File: src/rtl/rfp_pkg.sv
// Package for the protocol frame parser: byte codes, phases, event/type/error codes.
// Also the nesting stack command/status structs. No dependencies.
`default_nettype none

package rfp_pkg;

	localparam int MAX_DEPTH = 8;
	localparam int SP_W      = $clog2(MAX_DEPTH + 1);
	localparam int IDX_W     = (MAX_DEPTH > 1) ? $clog2(MAX_DEPTH) : 1;

	localparam logic [7:0] CH_PLUS  = 8'h2B;
	localparam logic [7:0] CH_MINUS = 8'h2D;
	localparam logic [7:0] CH_COLON = 8'h3A;
	localparam logic [7:0] CH_DOLLAR = 8'h24;
	localparam logic [7:0] CH_STAR  = 8'h2A;
	localparam logic [7:0] CH_CR    = 8'h0D;
	localparam logic [7:0] CH_LF    = 8'h0A;
	localparam logic [7:0] CH_ZERO  = 8'h30;
	localparam logic [7:0] CH_NINE  = 8'h39;

	typedef enum logic [3:0] {
		PH_TYPE,
		PH_FIRST,
		PH_NUM,
		PH_NUM_LF,
		PH_LINE,
		PH_LINE_LF,
		PH_BULK,
		PH_BULK_CR,
		PH_BULK_LF
	} phase_t;

	typedef enum logic [1:0] {
		EV_PAYLOAD = 2'd0,
		EV_ELEM    = 2'd1,
		EV_FRAME   = 2'd2,
		EV_ERROR   = 2'd3
	} event_t;

	typedef enum logic [2:0] {
		TY_SIMPLE = 3'd0,
		TY_ERRSTR = 3'd1,
		TY_INT    = 3'd2,
		TY_BULK   = 3'd3,
		TY_ARRAY  = 3'd4
	} elem_type_t;

	typedef enum logic [2:0] {
		ERR_TYPE  = 3'd0,
		ERR_DIGIT = 3'd1,
		ERR_LF    = 3'd2,
		ERR_CR    = 3'd3,
		ERR_DEPTH = 3'd4
	} err_t;

	typedef struct packed {
		logic        clear;
		logic        push;
		logic        finish;
		logic [63:0] count;
	} stk_cmd_t;

	typedef struct packed {
		logic [SP_W-1:0] sp;
		logic            all_done;
	} stk_stat_t;

	function automatic logic [3:0] sat_level(input logic [SP_W-1:0] s);
		if (32'(s) > 32'd15) begin
			return 4'hF;
		end
		return 4'(s);
	endfunction

endpackage

`default_nettype wire

File: src/rtl/rfp_stack.sv
// Nesting stack of remaining element counts, with the "count is one" flags
// used to find how far a finished element unwinds. Depends on rfp_pkg.
`default_nettype none

module rfp_stack import rfp_pkg::*; (
	input  wire logic      clk,
	input  wire logic      arst_n,
	input  wire stk_cmd_t  cmd,
	output stk_stat_t      stat
);

	logic [63:0]          cnt_q [MAX_DEPTH];
	logic [MAX_DEPTH-1:0] one_q;
	logic [SP_W-1:0]      sp_q;

	logic [IDX_W-1:0] keep_idx;
	logic             keep_found;
	logic [63:0]      keep_cnt;

	// highest open level whose count does not run out on this finish
	always_comb begin
		keep_idx   = '0;
		keep_found = 1'b0;
		for (int i = 0; i < MAX_DEPTH; i++) begin
			if ((SP_W'(i) < sp_q) && !one_q[i]) begin
				keep_idx   = IDX_W'(i);
				keep_found = 1'b1;
			end
		end
	end

	assign keep_cnt      = cnt_q[keep_idx];
	assign stat.sp       = sp_q;
	assign stat.all_done = !keep_found;

	always_ff @(posedge clk or negedge arst_n) begin
		if (!arst_n) begin
			sp_q <= '0;
		end else if (cmd.clear) begin
			sp_q <= '0;
		end else if (cmd.push) begin
			sp_q <= sp_q + SP_W'(1);
		end else if (cmd.finish) begin
			sp_q <= keep_found ? SP_W'(keep_idx) + SP_W'(1) : '0;
		end
	end

	always_ff @(posedge clk) begin
		if (!cmd.clear && cmd.push) begin
			cnt_q[sp_q[IDX_W-1:0]] <= cmd.count;
			one_q[sp_q[IDX_W-1:0]] <= (cmd.count == 64'd1);
		end else if (!cmd.clear && cmd.finish && keep_found) begin
			cnt_q[keep_idx] <= keep_cnt - 64'd1;
			one_q[keep_idx] <= (keep_cnt == 64'd2);
		end
	end

endmodule

`default_nettype wire

File: src/rtl/resp_frame_parser.sv
// Protocol frame parser top level: byte input register, combinational step logic, result register.
// Depends on rfp_pkg and rfp_stack.
`default_nettype none
// A byte is registered on acceptance, then stepped; any result is loaded into the result register.
// Throughput: one byte per unstalled cycle; the stack finds the unwind level in the same cycle.
// Reset (arst_n low, async): empty pipeline, frame state cleared, expecting a type byte.
// A result held by res_stall holds the step, and byte_stall rises while a byte waits behind it.

module resp_frame_parser import rfp_pkg::*; (
	input  wire logic               clk,
	input  wire logic               arst_n,
	// request side
	input  wire logic               byte_valid,
	output logic                    byte_stall,
	input  wire logic [7:0]         data_byte,
	input  wire logic               restart,
	// result side
	output logic                    res_valid,
	input  wire logic               res_stall,
	output logic [1:0]              event_res,
	output logic [2:0]              elem_type,
	output logic signed [63:0]      value,
	output logic [3:0]              nest_level,
	output logic [7:0]              payload,
	output logic [31:0]             frame_length,
	output logic [2:0]              error_code
);

	// ---------------- input register ----------------
	logic       valid_s1;
	logic [7:0] byte_s1;
	logic       restart_s1;

	// ---------------- frame state ----------------
	phase_t      phase_q;
	logic [2:0]  type_q;
	logic        neg_q;
	logic [63:0] acc_q;
	logic [63:0] bulk_q;
	logic [31:0] bc_q;
	logic [2:0]  top_type_q;
	logic [63:0] top_val_q;

	// ---------------- result register ----------------
	logic        res_valid_q;
	logic [1:0]  ev_q;
	logic [2:0]  ty_q;
	logic [63:0] val_q;
	logic [3:0]  lvl_q;
	logic [7:0]  pay_q;
	logic [31:0] flen_q;
	logic [2:0]  err_q;

	// output register free or drained this edge
	logic advance;
	logic step;
	assign advance    = !res_valid_q || !res_stall;
	assign step       = valid_s1 && advance;
	assign byte_stall = valid_s1 && !advance;

	stk_cmd_t  stk_cmd;
	stk_stat_t stk_stat;

	rfp_stack u_stack (
		.clk    (clk),
		.arst_n (arst_n),
		.cmd    (stk_cmd),
		.stat   (stk_stat)
	);

	// ---------------- step logic ----------------
	// restart folds in as a cleared frame ahead of the byte
	phase_t          cur_phase;
	logic [2:0]      cur_type;
	logic            cur_neg;
	logic [63:0]     cur_acc;
	logic [SP_W-1:0] cur_sp;
	logic [31:0]     bc_inc;
	logic [2:0]      cur_top_type;
	logic [63:0]     cur_top_val;

	phase_t      nx_phase;
	logic [2:0]  nx_type;
	logic        nx_neg;
	logic [63:0] nx_acc;
	logic [63:0] nx_bulk;
	logic [31:0] nx_bc;
	logic [2:0]  nx_top_type;
	logic [63:0] nx_top_val;

	logic        r_valid;
	logic [1:0]  r_ev;
	logic [2:0]  r_ty;
	logic [63:0] r_val;
	logic [3:0]  r_lvl;
	logic [7:0]  r_pay;
	logic [31:0] r_flen;
	logic [2:0]  r_err;

	logic        is_digit;
	logic [63:0] acc_mac;
	logic [63:0] num_v;
	logic        num_pos;
	logic        do_fail;
	logic [2:0]  fail_code;
	logic        do_finish;
	logic [2:0]  fin_type;
	logic [63:0] fin_val;

	always_comb begin
		cur_phase    = restart_s1 ? PH_TYPE : phase_q;
		cur_type     = restart_s1 ? 3'd0 : type_q;
		cur_neg      = restart_s1 ? 1'b0 : neg_q;
		cur_acc      = restart_s1 ? 64'd0 : acc_q;
		cur_sp       = restart_s1 ? '0 : stk_stat.sp;
		cur_top_type = restart_s1 ? 3'd0 : top_type_q;
		cur_top_val  = restart_s1 ? 64'd0 : top_val_q;
		bc_inc       = restart_s1 ? 32'd1 :
		               ((bc_q == 32'hFFFF_FFFF) ? bc_q : bc_q + 32'd1);

		is_digit = (byte_s1 >= CH_ZERO) && (byte_s1 <= CH_NINE);
		acc_mac  = (cur_acc << 3) + (cur_acc << 1) + 64'(byte_s1 - CH_ZERO);
		num_v    = cur_neg ? (64'd0 - cur_acc) : cur_acc;
		num_pos  = (num_v != 64'd0) && !num_v[63];

		nx_phase    = cur_phase;
		nx_type     = cur_type;
		nx_neg      = cur_neg;
		nx_acc      = cur_acc;
		nx_bulk     = restart_s1 ? 64'd0 : bulk_q;
		nx_bc       = bc_inc;
		nx_top_type = cur_top_type;
		nx_top_val  = cur_top_val;

		stk_cmd       = '0;
		stk_cmd.clear = restart_s1;
		stk_cmd.count = num_v;

		r_valid = 1'b0;
		r_ev    = EV_PAYLOAD;
		r_ty    = cur_type;
		r_val   = 64'd0;
		r_lvl   = sat_level(cur_sp);
		r_pay   = 8'd0;
		r_flen  = 32'd0;
		r_err   = ERR_TYPE;

		do_fail   = 1'b0;
		fail_code = ERR_TYPE;
		do_finish = 1'b0;
		fin_type  = cur_type;
		fin_val   = 64'd0;

		unique case (cur_phase)
			PH_TYPE: begin
				case (byte_s1)
					CH_PLUS:   nx_type = TY_SIMPLE;
					CH_MINUS:  nx_type = TY_ERRSTR;
					CH_COLON:  nx_type = TY_INT;
					CH_DOLLAR: nx_type = TY_BULK;
					CH_STAR:   nx_type = TY_ARRAY;
					default: begin
						do_fail   = 1'b1;
						fail_code = ERR_TYPE;
					end
				endcase
				nx_neg = 1'b0;
				nx_acc = 64'd0;
				if (cur_sp == '0) begin
					nx_top_type = nx_type;
					nx_top_val  = 64'd0;
				end
				nx_phase = (nx_type == TY_SIMPLE || nx_type == TY_ERRSTR) ? PH_LINE : PH_FIRST;
			end
			PH_FIRST, PH_NUM: begin
				nx_phase = PH_NUM;
				if (cur_phase == PH_FIRST && byte_s1 == CH_MINUS) begin
					nx_neg = 1'b1;
				end else if (byte_s1 == CH_CR) begin
					nx_phase = PH_NUM_LF;
				end else if (!is_digit) begin
					do_fail   = 1'b1;
					fail_code = ERR_DIGIT;
				end else begin
					nx_acc = acc_mac;
				end
			end
			PH_NUM_LF: begin
				if (byte_s1 != CH_LF) begin
					do_fail   = 1'b1;
					fail_code = ERR_LF;
				end else begin
					nx_neg = 1'b0;
					nx_acc = num_v;
					if (cur_sp == '0) begin
						nx_top_val = num_v;
					end
					if (cur_type == TY_INT) begin
						do_finish = 1'b1;
						fin_type  = TY_INT;
						fin_val   = num_v;
					end else if (cur_type == TY_BULK) begin
						if (num_pos) begin
							nx_bulk  = num_v;
							nx_phase = PH_BULK;
						end else begin
							nx_phase = PH_BULK_CR;
						end
					end else if (!num_pos) begin
						do_finish = 1'b1;
						fin_type  = TY_ARRAY;
						fin_val   = num_v;
					end else if (cur_sp >= SP_W'(MAX_DEPTH)) begin
						do_fail   = 1'b1;
						fail_code = ERR_DEPTH;
					end else begin
						stk_cmd.push = 1'b1;
						nx_phase     = PH_TYPE;
					end
				end
			end
			PH_BULK: begin
				r_valid = 1'b1;
				r_ev    = EV_PAYLOAD;
				r_pay   = byte_s1;
				nx_bulk = nx_bulk - 64'd1;
				if (nx_bulk == 64'd0) begin
					nx_phase = PH_BULK_CR;
				end
			end
			PH_BULK_CR: begin
				if (byte_s1 != CH_CR) begin
					do_fail   = 1'b1;
					fail_code = ERR_CR;
				end else begin
					nx_phase = PH_BULK_LF;
				end
			end
			PH_BULK_LF: begin
				if (byte_s1 != CH_LF) begin
					do_fail   = 1'b1;
					fail_code = ERR_LF;
				end else begin
					do_finish = 1'b1;
					fin_type  = TY_BULK;
					fin_val   = cur_acc;
				end
			end
			PH_LINE: begin
				if (byte_s1 == CH_CR) begin
					nx_phase = PH_LINE_LF;
				end else begin
					r_valid = 1'b1;
					r_ev    = EV_PAYLOAD;
					r_pay   = byte_s1;
				end
			end
			PH_LINE_LF: begin
				if (byte_s1 != CH_LF) begin
					do_fail   = 1'b1;
					fail_code = ERR_LF;
				end else begin
					do_finish = 1'b1;
					fin_type  = cur_type;
					fin_val   = 64'd0;
				end
			end
			default: begin
				nx_phase    = PH_TYPE;
				nx_type     = 3'd0;
				nx_neg      = 1'b0;
				nx_acc      = 64'd0;
				nx_bulk     = 64'd0;
				nx_bc       = 32'd0;
				nx_top_type = 3'd0;
				nx_top_val  = 64'd0;
				stk_cmd.clear = 1'b1;
			end
		endcase

		// finishing an element: either an enclosing array still has members,
		// or the whole frame closes and the top-level element is reported
		if (do_finish) begin
			r_valid = 1'b1;
			if (!stk_stat.all_done && !restart_s1) begin
				r_ev           = EV_ELEM;
				r_ty           = fin_type;
				r_val          = fin_val;
				nx_phase       = PH_TYPE;
				stk_cmd.finish = 1'b1;
			end else begin
				r_ev        = EV_FRAME;
				r_ty        = nx_top_type;
				r_val       = nx_top_val;
				r_lvl       = 4'd0;
				r_flen      = bc_inc;
				nx_phase    = PH_TYPE;
				nx_type     = 3'd0;
				nx_neg      = 1'b0;
				nx_acc      = 64'd0;
				nx_bulk     = 64'd0;
				nx_bc       = 32'd0;
				nx_top_type = 3'd0;
				nx_top_val  = 64'd0;
				stk_cmd.clear = 1'b1;
			end
		end

		// any error drops the partial frame; a bad type byte reports type zero
		if (do_fail) begin
			r_valid     = 1'b1;
			r_ev        = EV_ERROR;
			r_ty        = (cur_phase == PH_TYPE) ? 3'd0 : cur_type;
			r_val       = 64'd0;
			r_lvl       = sat_level(cur_sp);
			r_pay       = byte_s1;
			r_flen      = 32'd0;
			r_err       = fail_code;
			nx_phase    = PH_TYPE;
			nx_type     = 3'd0;
			nx_neg      = 1'b0;
			nx_acc      = 64'd0;
			nx_bulk     = 64'd0;
			nx_bc       = 32'd0;
			nx_top_type = 3'd0;
			nx_top_val  = 64'd0;
			stk_cmd.clear  = 1'b1;
			stk_cmd.push   = 1'b0;
			stk_cmd.finish = 1'b0;
		end

		// nothing moves unless the step is taken this cycle
		if (!step) begin
			stk_cmd.clear  = 1'b0;
			stk_cmd.push   = 1'b0;
			stk_cmd.finish = 1'b0;
		end
	end

	// ---------------- registers ----------------
	always_ff @(posedge clk or negedge arst_n) begin
		if (!arst_n) begin
			valid_s1 <= 1'b0;
		end else if (!byte_stall) begin
			valid_s1 <= byte_valid;
		end
	end

	always_ff @(posedge clk) begin
		if (!byte_stall && byte_valid) begin
			byte_s1    <= data_byte;
			restart_s1 <= restart;
		end
	end

	always_ff @(posedge clk or negedge arst_n) begin
		if (!arst_n) begin
			phase_q    <= PH_TYPE;
			type_q     <= 3'd0;
			neg_q      <= 1'b0;
			acc_q      <= 64'd0;
			bulk_q     <= 64'd0;
			bc_q       <= 32'd0;
			top_type_q <= 3'd0;
			top_val_q  <= 64'd0;
		end else if (step) begin
			phase_q    <= nx_phase;
			type_q     <= nx_type;
			neg_q      <= nx_neg;
			acc_q      <= nx_acc;
			bulk_q     <= nx_bulk;
			bc_q       <= nx_bc;
			top_type_q <= nx_top_type;
			top_val_q  <= nx_top_val;
		end
	end

	always_ff @(posedge clk or negedge arst_n) begin
		if (!arst_n) begin
			res_valid_q <= 1'b0;
		end else if (advance) begin
			res_valid_q <= step && r_valid;
		end
	end

	always_ff @(posedge clk) begin
		if (step && r_valid) begin
			ev_q   <= r_ev;
			ty_q   <= r_ty;
			val_q  <= r_val;
			lvl_q  <= r_lvl;
			pay_q  <= r_pay;
			flen_q <= r_flen;
			err_q  <= r_err;
		end
	end

	assign res_valid    = res_valid_q;
	assign event_res    = ev_q;
	assign elem_type    = ty_q;
	assign value        = val_q;
	assign nest_level   = lvl_q;
	assign payload      = pay_q;
	assign frame_length = flen_q;
	assign error_code   = err_q;

endmodule

`default_nettype wire

File: config.mk
export PLATFORM = sky130hd
export DESIGN_NAME = resp_frame_parser
export DESIGN_NICKNAME = d
export VERILOG_FILES = /design/src/rtl/rfp_pkg.sv /design/src/rtl/rfp_stack.sv /design/src/rtl/resp_frame_parser.sv
export SDC_FILE = /design/constraint.sdc
export NUM_CORES = 2
export LEC_CHECK = 0
export BUFFER_PORTS_ARGS = -buffer_cell sky130_fd_sc_hd__buf_2
export CORE_MARGIN = 2
export CORE_UTILIZATION = 30
export CTS_BUF_LIST = sky130_fd_sc_hd__clkbuf_4 sky130_fd_sc_hd__clkbuf_8
export CTS_CLUSTER_SIZE = 28
export DETAILED_ROUTE_END_ITERATION = 6
export PLACE_DENSITY_LB_ADDON = 0.25
export SLEW_MARGIN = 20
export SYNTH_ARGS = -nofsm -noshare
export SYNTH_HDL_FRONTEND = slang
export SYNTH_HIERARCHICAL = 1
export SYNTH_SLANG_ARGS = --single-unit
export TNS_END_PERCENT = 50
File: constraint.sdc
create_clock -name clk -period 14.85 [get_ports clk]
set_input_delay 4.455 -clock clk [delete_from_list [all_inputs] [get_ports clk]]
set_output_delay 4.455 -clock clk [all_outputs]
set_load 0.01 [all_outputs]
Word-level counts from Yosys, hierarchy flattened
Memories as Yosys holds them, arrays and structs flattened.
Index checks and enable logic that the tools add are counted.
W data, S select, Z words.
- bits in registers: 374
- RAM bits: 512
- input port bits: 13
- output and inout bits: 118
- memories: 1
- add/sub/neg operators: 9
- $lt $le $gt $ge: 15
- eq/ne operators: 22
- mux-type cells: 176
- bitwise operators: 1
- reductions and logical operators: 56
- memories (memory ; words ; width ; read ports ; clocked after memory_dff ; write ports ; line ; source):
    u_stack.cnt_q ; 8 ; 64 ; 1 ; 0 ; 1 ; rfp_stack.sv:12 ; logic [63:0] cnt_q [MAX_DEPTH];
- operators by type and width (operator ; count):
    $mux W64 ; 31
    $pmux W64 S3 ; 3
    $mux W32 ; 6
    $add A64 B64 Y64 ; 2
    $pmux W64 S2 ; 1
    $sub A64 B1 Y64 const B ; 2
    $mux W3 ; 32
    $mux W4 ; 19
    $eq A64 B1 Y1 const B ; 1
    $eq A64 B2 Y1 const B ; 1
    $logic_not A64 Y1 ; 1
    $reduce_bool A64 Y1 ; 1
    $reduce_or A64 Y1 ; 1
    $sub A1 B64 Y64 const A ; 1
    $mux W1 ; 59
    $eq A8 B6 Y1 const B ; 5
    $add A32 B1 Y32 const B ; 1
    $eq A32 B32 Y1 const B ; 1
    $mux W8 ; 4
    $pmux W4 S7 ; 1
    $logic_and A1 B1 Y1 ; 21
    $pmux W3 S2 ; 3
    $bwmux W8 ; 2
    $eq A4 B3 Y1 const B ; 4
    other kinds (39) ; 76

Longest topological paths before layout
- depth after elaboration: 23
- depth in mapped cells: 34

Hierarchy
Netlist, hierarchy kept.
- by module, submodules not included (module ; instances ; cells an instance ; area an instance (um^2) ; seq. area each (um^2)):
    resp_frame_parser ; 1 ; 3622 ; 29757.3 ; 9684.3
    rfp_stack ; 1 ; 1772 ; 23835.4 ; 15715.1

Worst setup path before layout
Ideal clock, no wire load.
- path kind: reg2reg
- start point: reg byte_s1[5]
- end point: reg acc_q[61]
- library setup time: 135 ps
- arrival time: 12834 ps
- slack: 1881 ps
- cell stages (with the launch flop): 18
- buffers on the path: 1
- period minus slack after synthesis: 12969 ps
- cells stage by stage: edfxtp_1 ha_1 nor3_1 fa_1 ha_1 clkbuf_1 nand2_1 or3_1 nor3_1 o21ai_0 a2111oi_0 o21bai_1 a21boi_0 o21ai_0 o21ai_0 nand2_1 a221oi_1 o21ai_0
- word-level cells in the longest chain between the ends: 9
- RTL lines (element ; line ; source):
    start, declared ; resp_frame_parser.sv:31 ; logic [7:0] byte_s1;
    start signal, assigned ; resp_frame_parser.sv:351 ; byte_s1 <= data_byte;
    $sub A8 B6 Y9, or another cell as far along ; resp_frame_parser.sv:122 ; acc_mac = (cur_acc << 3) + (cur_acc << 1) + 64'(byte_s1 - CH_ZERO);
    $add A64 B64 Y64 / $logic_and A1 B1 Y1 (equally long branches) ; resp_frame_parser.sv:122, resp_frame_parser.sv:121 ;
    $mux W64 ; resp_frame_parser.sv:181 ; end else if (!is_digit) begin
    $mux W64 ; resp_frame_parser.sv:179 ; end else if (byte_s1 == CH_CR) begin
    $mux W64 ; resp_frame_parser.sv:177 ; if (cur_phase == PH_FIRST && byte_s1 == CH_MINUS) begin
    $pmux W64 S3 ; resp_frame_parser.sv:154 ; unique case (cur_phase)
    $mux W64 ; resp_frame_parser.sv:285 ; if (!stk_stat.all_done && !restart_s1) begin
    $mux W64 ; resp_frame_parser.sv:283 ; if (do_finish) begin
    $mux W64 * ; resp_frame_parser.sv:310 ; if (do_fail) begin
    end signal, assigned ; resp_frame_parser.sv:370 ; acc_q <= nx_acc;
    end, declared ; resp_frame_parser.sv:38 ; logic [63:0] acc_q;
Mark *: on every way between the ends. The rest lies on a longest branch, timed or not.
A chain may end at the register's enable or synchronous reset.

==> out/metrics.cfg <==
[power_and_ir_drop]
swShare = 0.2585
power_density_nw_per_um2 = 91.89
switching_power_mw = 1.428
comb_power_share = 0.060
power_frac_seq = 0.491
internal_power_mw = 4.098
clockPowerShare = 0.449
peakVddDrop_mv = 0.07998
p_leak_nw = 21.43
finalPower_mw = 5.526

[setup_path]
crit_required_ns = 15.49
worstSetupPathType = reg -> reg
cp_max_fo = 62
ff2ff_setup_slack_ns = 4.84
timing.rr.start = restart_s1$_DFFE_PP_
startpoint = restart_s1$_DFFE_PP_
cpPeakStageDelay_ns = 0.78
crit_slowest_cell = a2111oi_0
r2r_cells = 22
timing.rr.end = u_stack/cnt_q[5][22]$_DFFE_PP_
cp_cell_sequence = buf_4 -> nor2b_1 -> inv_1 -> ha_1 -> nor3b_1 -> nand4_1 -> a22oi_1 -> nand3_1 -> or4_1 -> a2111oi_0 -> nand4b_1 -> nor4_4 -> o21ai_2 -> buf_4 -> and2_1 -> buf_4 -> a21oi_1 -> or3_4 -> buf_4 -> buf_4 -> nand2_1 -> o21ai_0
crit_arrival_ns = 10.65
endpoint = u_stack/cnt_q[5][22]$_DFFE_PP_
cp-start-kind = flip-flop
end_kind = flip-flop
crit_top_cell = buf_4

[timing]
rsz0062_at_grt = no
tightest_slew_ns = 1.233
hold_violations = 0
final-max-slew-violation-count = 0
fin_crit_sh = 0.6740
fin_worst_skew_ns = 0.05597
setup_viol_count_final = 0
fmax_mhz = 99.91
fin_crit_ns = 10.01
final.setup.tns_ns = 0
relSlewSlack = 0.1721

[logic_synthesis]
synth_top_area_cell = edfxtp_1
synthTopCellsByArea = edfxtp_1 36%, dfrtp_1 11%, nand2_1 4.5%
synth_top_family_by_area = compound AO/OA/AOI/OAI gates
ys_ff_latch = 886
synth_fa_ha_area_frac = 0.04030
synth-edff-count = 645
seq_area_frac_synth = 0.4739
synth.most_common_cell = edfxtp_1
synth_xor_area_frac = 0.03269
netlist_area_um2 = 53590
syn-num-nets = 5543
synth-compound-area-share = 0.2174
syn-instance-count = 5394
yosys.area_share.simple = 0.1691
synthMuxAreaShare = 0.02293
synthFlopType = edfxtp_1
yosys-top-cells-count = 645 x edfxtp_1, 642 x nand2_1, 371 x nor2_1
synth_area_per_cell_um2 = 9.936
async_reset_ff_frac = 0.2720
ys_warn_count = 6
yosysTopAreaCellShare = 0.3614
synthDistinctLibCells = 113

[clock_network]
cts_buffer_depth = 3
clk_pin_slew_ns = 0.06
cts_tree = done
root_buffer = clkbuf_8
cts_setup_buffers = 0
cts.sinks = 886
cts_hold_buf = 0
cts_max_level = 4
clk_latency_ns = 0.97
numCtsBuffers = 161
cts-resized-gates = 0

[place]
dp_hpwl_um = 150200
place.gp.congestion = 0.9903
port_buffers = 130

[cells_and_area]
nets = 5536
fin_util = 0.3378
syn_to_final_growth_pct = 12.20
drive_gt1_frac = 0.1303

[grt]
gr-usage-met3 = 0.05623
grtUsageTotal = 0.2406
grt_pass1_wl_um = 324400
antenna_found_initial = 22
grt_pass1_vias = 44620
met2_usage = 0.3489
grt_most_used_layer = met2
grt_remaining_overflow = 0
grt_start_max_net_pins = 94
gr-usage-met1 = 0.3342

[die]
floorplan.rows = 155
die_x_um = 426.7
die_h_um = 426.7
start_util = 0.3010
dieArea_um2 = 182000
ioPinCount = 131
core-area_um2 = 178000

[drt]
wl_per_cell_um = 28.61
vias = 47570
wl_um = 225300
route.detailed.drc = 2
drtIter0Drc = 5973
first_pass_iters = 7
vias_per_cell = 6.040
ant_nets = 0

[run_status]
violations = DRC
outcome = complete, but fails checks

[min_path]
worstHoldStart = top_val_q[55]$_DFFE_PN0P_
min_path_type = reg -> reg

[flow_run]
cap_violations = 0

[area by class of cell]
type	instances	area [µm²]
antenna	9	22.52
fill	18250	117900
tap	2355	2947
multi-input combinational	3975	26270
inverter	82	310.3
clock inverter	62	638.1
clock buffer	225	2721
sequential	886	25400
timing repair buffer	281	1827
[worst max-delay path: cells and delay by family, from the launching register on]
kind,cells,cell delay (ns)
fa+ha+maj,1,0.30
flops,1,0.41
buf+inv,6,2.32
compound gates,5,2.09
simple gates,10,4.37
[metrics by stage]
| stage | worst slack [ns] | instance area, µm² | instances | hold WS (ns) |
|---|---|---|---|---|
| 2_1_floorplan | 1.881 | 53590 | 5394 | 0.4489 |
| 3_3_place_gp | 5.403 | 56720 | 7578 | 0.4646 |
| 3_5_place_dp | 5.231 | 56720 | 7578 | 0.4678 |
| 4_1_cts | 5.177 | 60080 | 7865 | 0.4791 |
| 5_1_grt | 4.399 | 60120 | 7870 | 0.5170 |
| 6_report | 4.841 | 60130 | 7875 | 0.4828 |
[per-layer routing]
| metal | vias up | wire, µm |
|---|---|---|
| li1 | 20670 | - |
| met5 | - | 155 |
| met2 | 2505 | 95610 |
| met1 | 23860 | 96700 |
| met3 | 517 | 20590 |
| met4 | 24 | 12240 |
[sequential cells by signal, indices dropped and copies added, names as in the netlist]
signal         count
u_stack/cnt_q    512
payload            8
value             64
acc_q             64
top_type_q         3
frame_length      32
res_valid          1
neg_q              1
nest_level         4
u_stack/one_q      8
u_stack/sp_q       4
type_q             3
phase_q            4
byte_s1            8
top_val_q         64
error_code         3
elem_type          3
restart_s1         1
bc_q              32
event_res          2
valid_s1           1
bulk_q            64
[how the worst min path moves through the flow]
stage	to	slack, ns	cells past startpoint
6_report	top_val_q[55]$_DFFE_PN0P_	0.48	2
5_1_grt	top_val_q[17]$_DFFE_PN0P_	0.52	1
4_1_cts	top_val_q[0]$_DFFE_PN0P_	0.48	2
3_5_place_dp	top_val_q[0]$_DFFE_PN0P_	0.47	2
3_3_place_gp	top_val_q[0]$_DFFE_PN0P_	0.46	2
2_1_floorplan	top_type_q[2]$_DFFE_PN0P_	0.45	2
[power by group through the flow]
stage          logic (mW)  clock network (mW)  registers (mW)
2_1_floorplan       0.162                   0            2.78
3_3_place_gp        0.324                   0            2.76
3_5_place_dp        0.324                   0            2.76
4_1_cts             0.325                2.53            2.72
5_1_grt             0.352                2.64            2.72
6_report            0.331                2.48            2.71
[kinds of logic after synthesis]
group | after synthesis
compound gates | 1698
buf+inv | 533
mux | 118
fa+ha+maj | 136
simple gates | 1823
xor+xnor | 200
flops | 886
[cell usage in the layout, fill, tap and decap left out, types with 26 or more instances in the layout]
cell type / n
edfxtp_1: 645
nand2_1: 637
o21ai_0: 356
nor2_1: 352
a21oi_1: 271
dfrtp_1: 241
clkbuf_8: 165
a22oi_1: 155
buf_4: 149
buf_2: 129
nand3_1: 119
xnor2_1: 115
nor3_1: 114
o211ai_1: 103
nor4_1: 96
a22o_1: 95
nor2b_1: 90
mux2i_1: 86
xor2_1: 85
o22ai_1: 83
inv_1: 78
nand4_1: 75
ha_1: 75
a31oi_1: 65
a21o_1: 63
fa_1: 61
clkbuf_4: 60
or3_1: 46
a222oi_1: 46
and2_1: 41
o2111ai_1: 41
o31ai_1: 39
and3_1: 39
a211oi_1: 30
mux2_2: 28
a221oi_1: 28
nand2b_1: 27
clkinv_1: 27
o21bai_1: 26
o21ai_1: 26
Power figures use the tool's default switching activity.
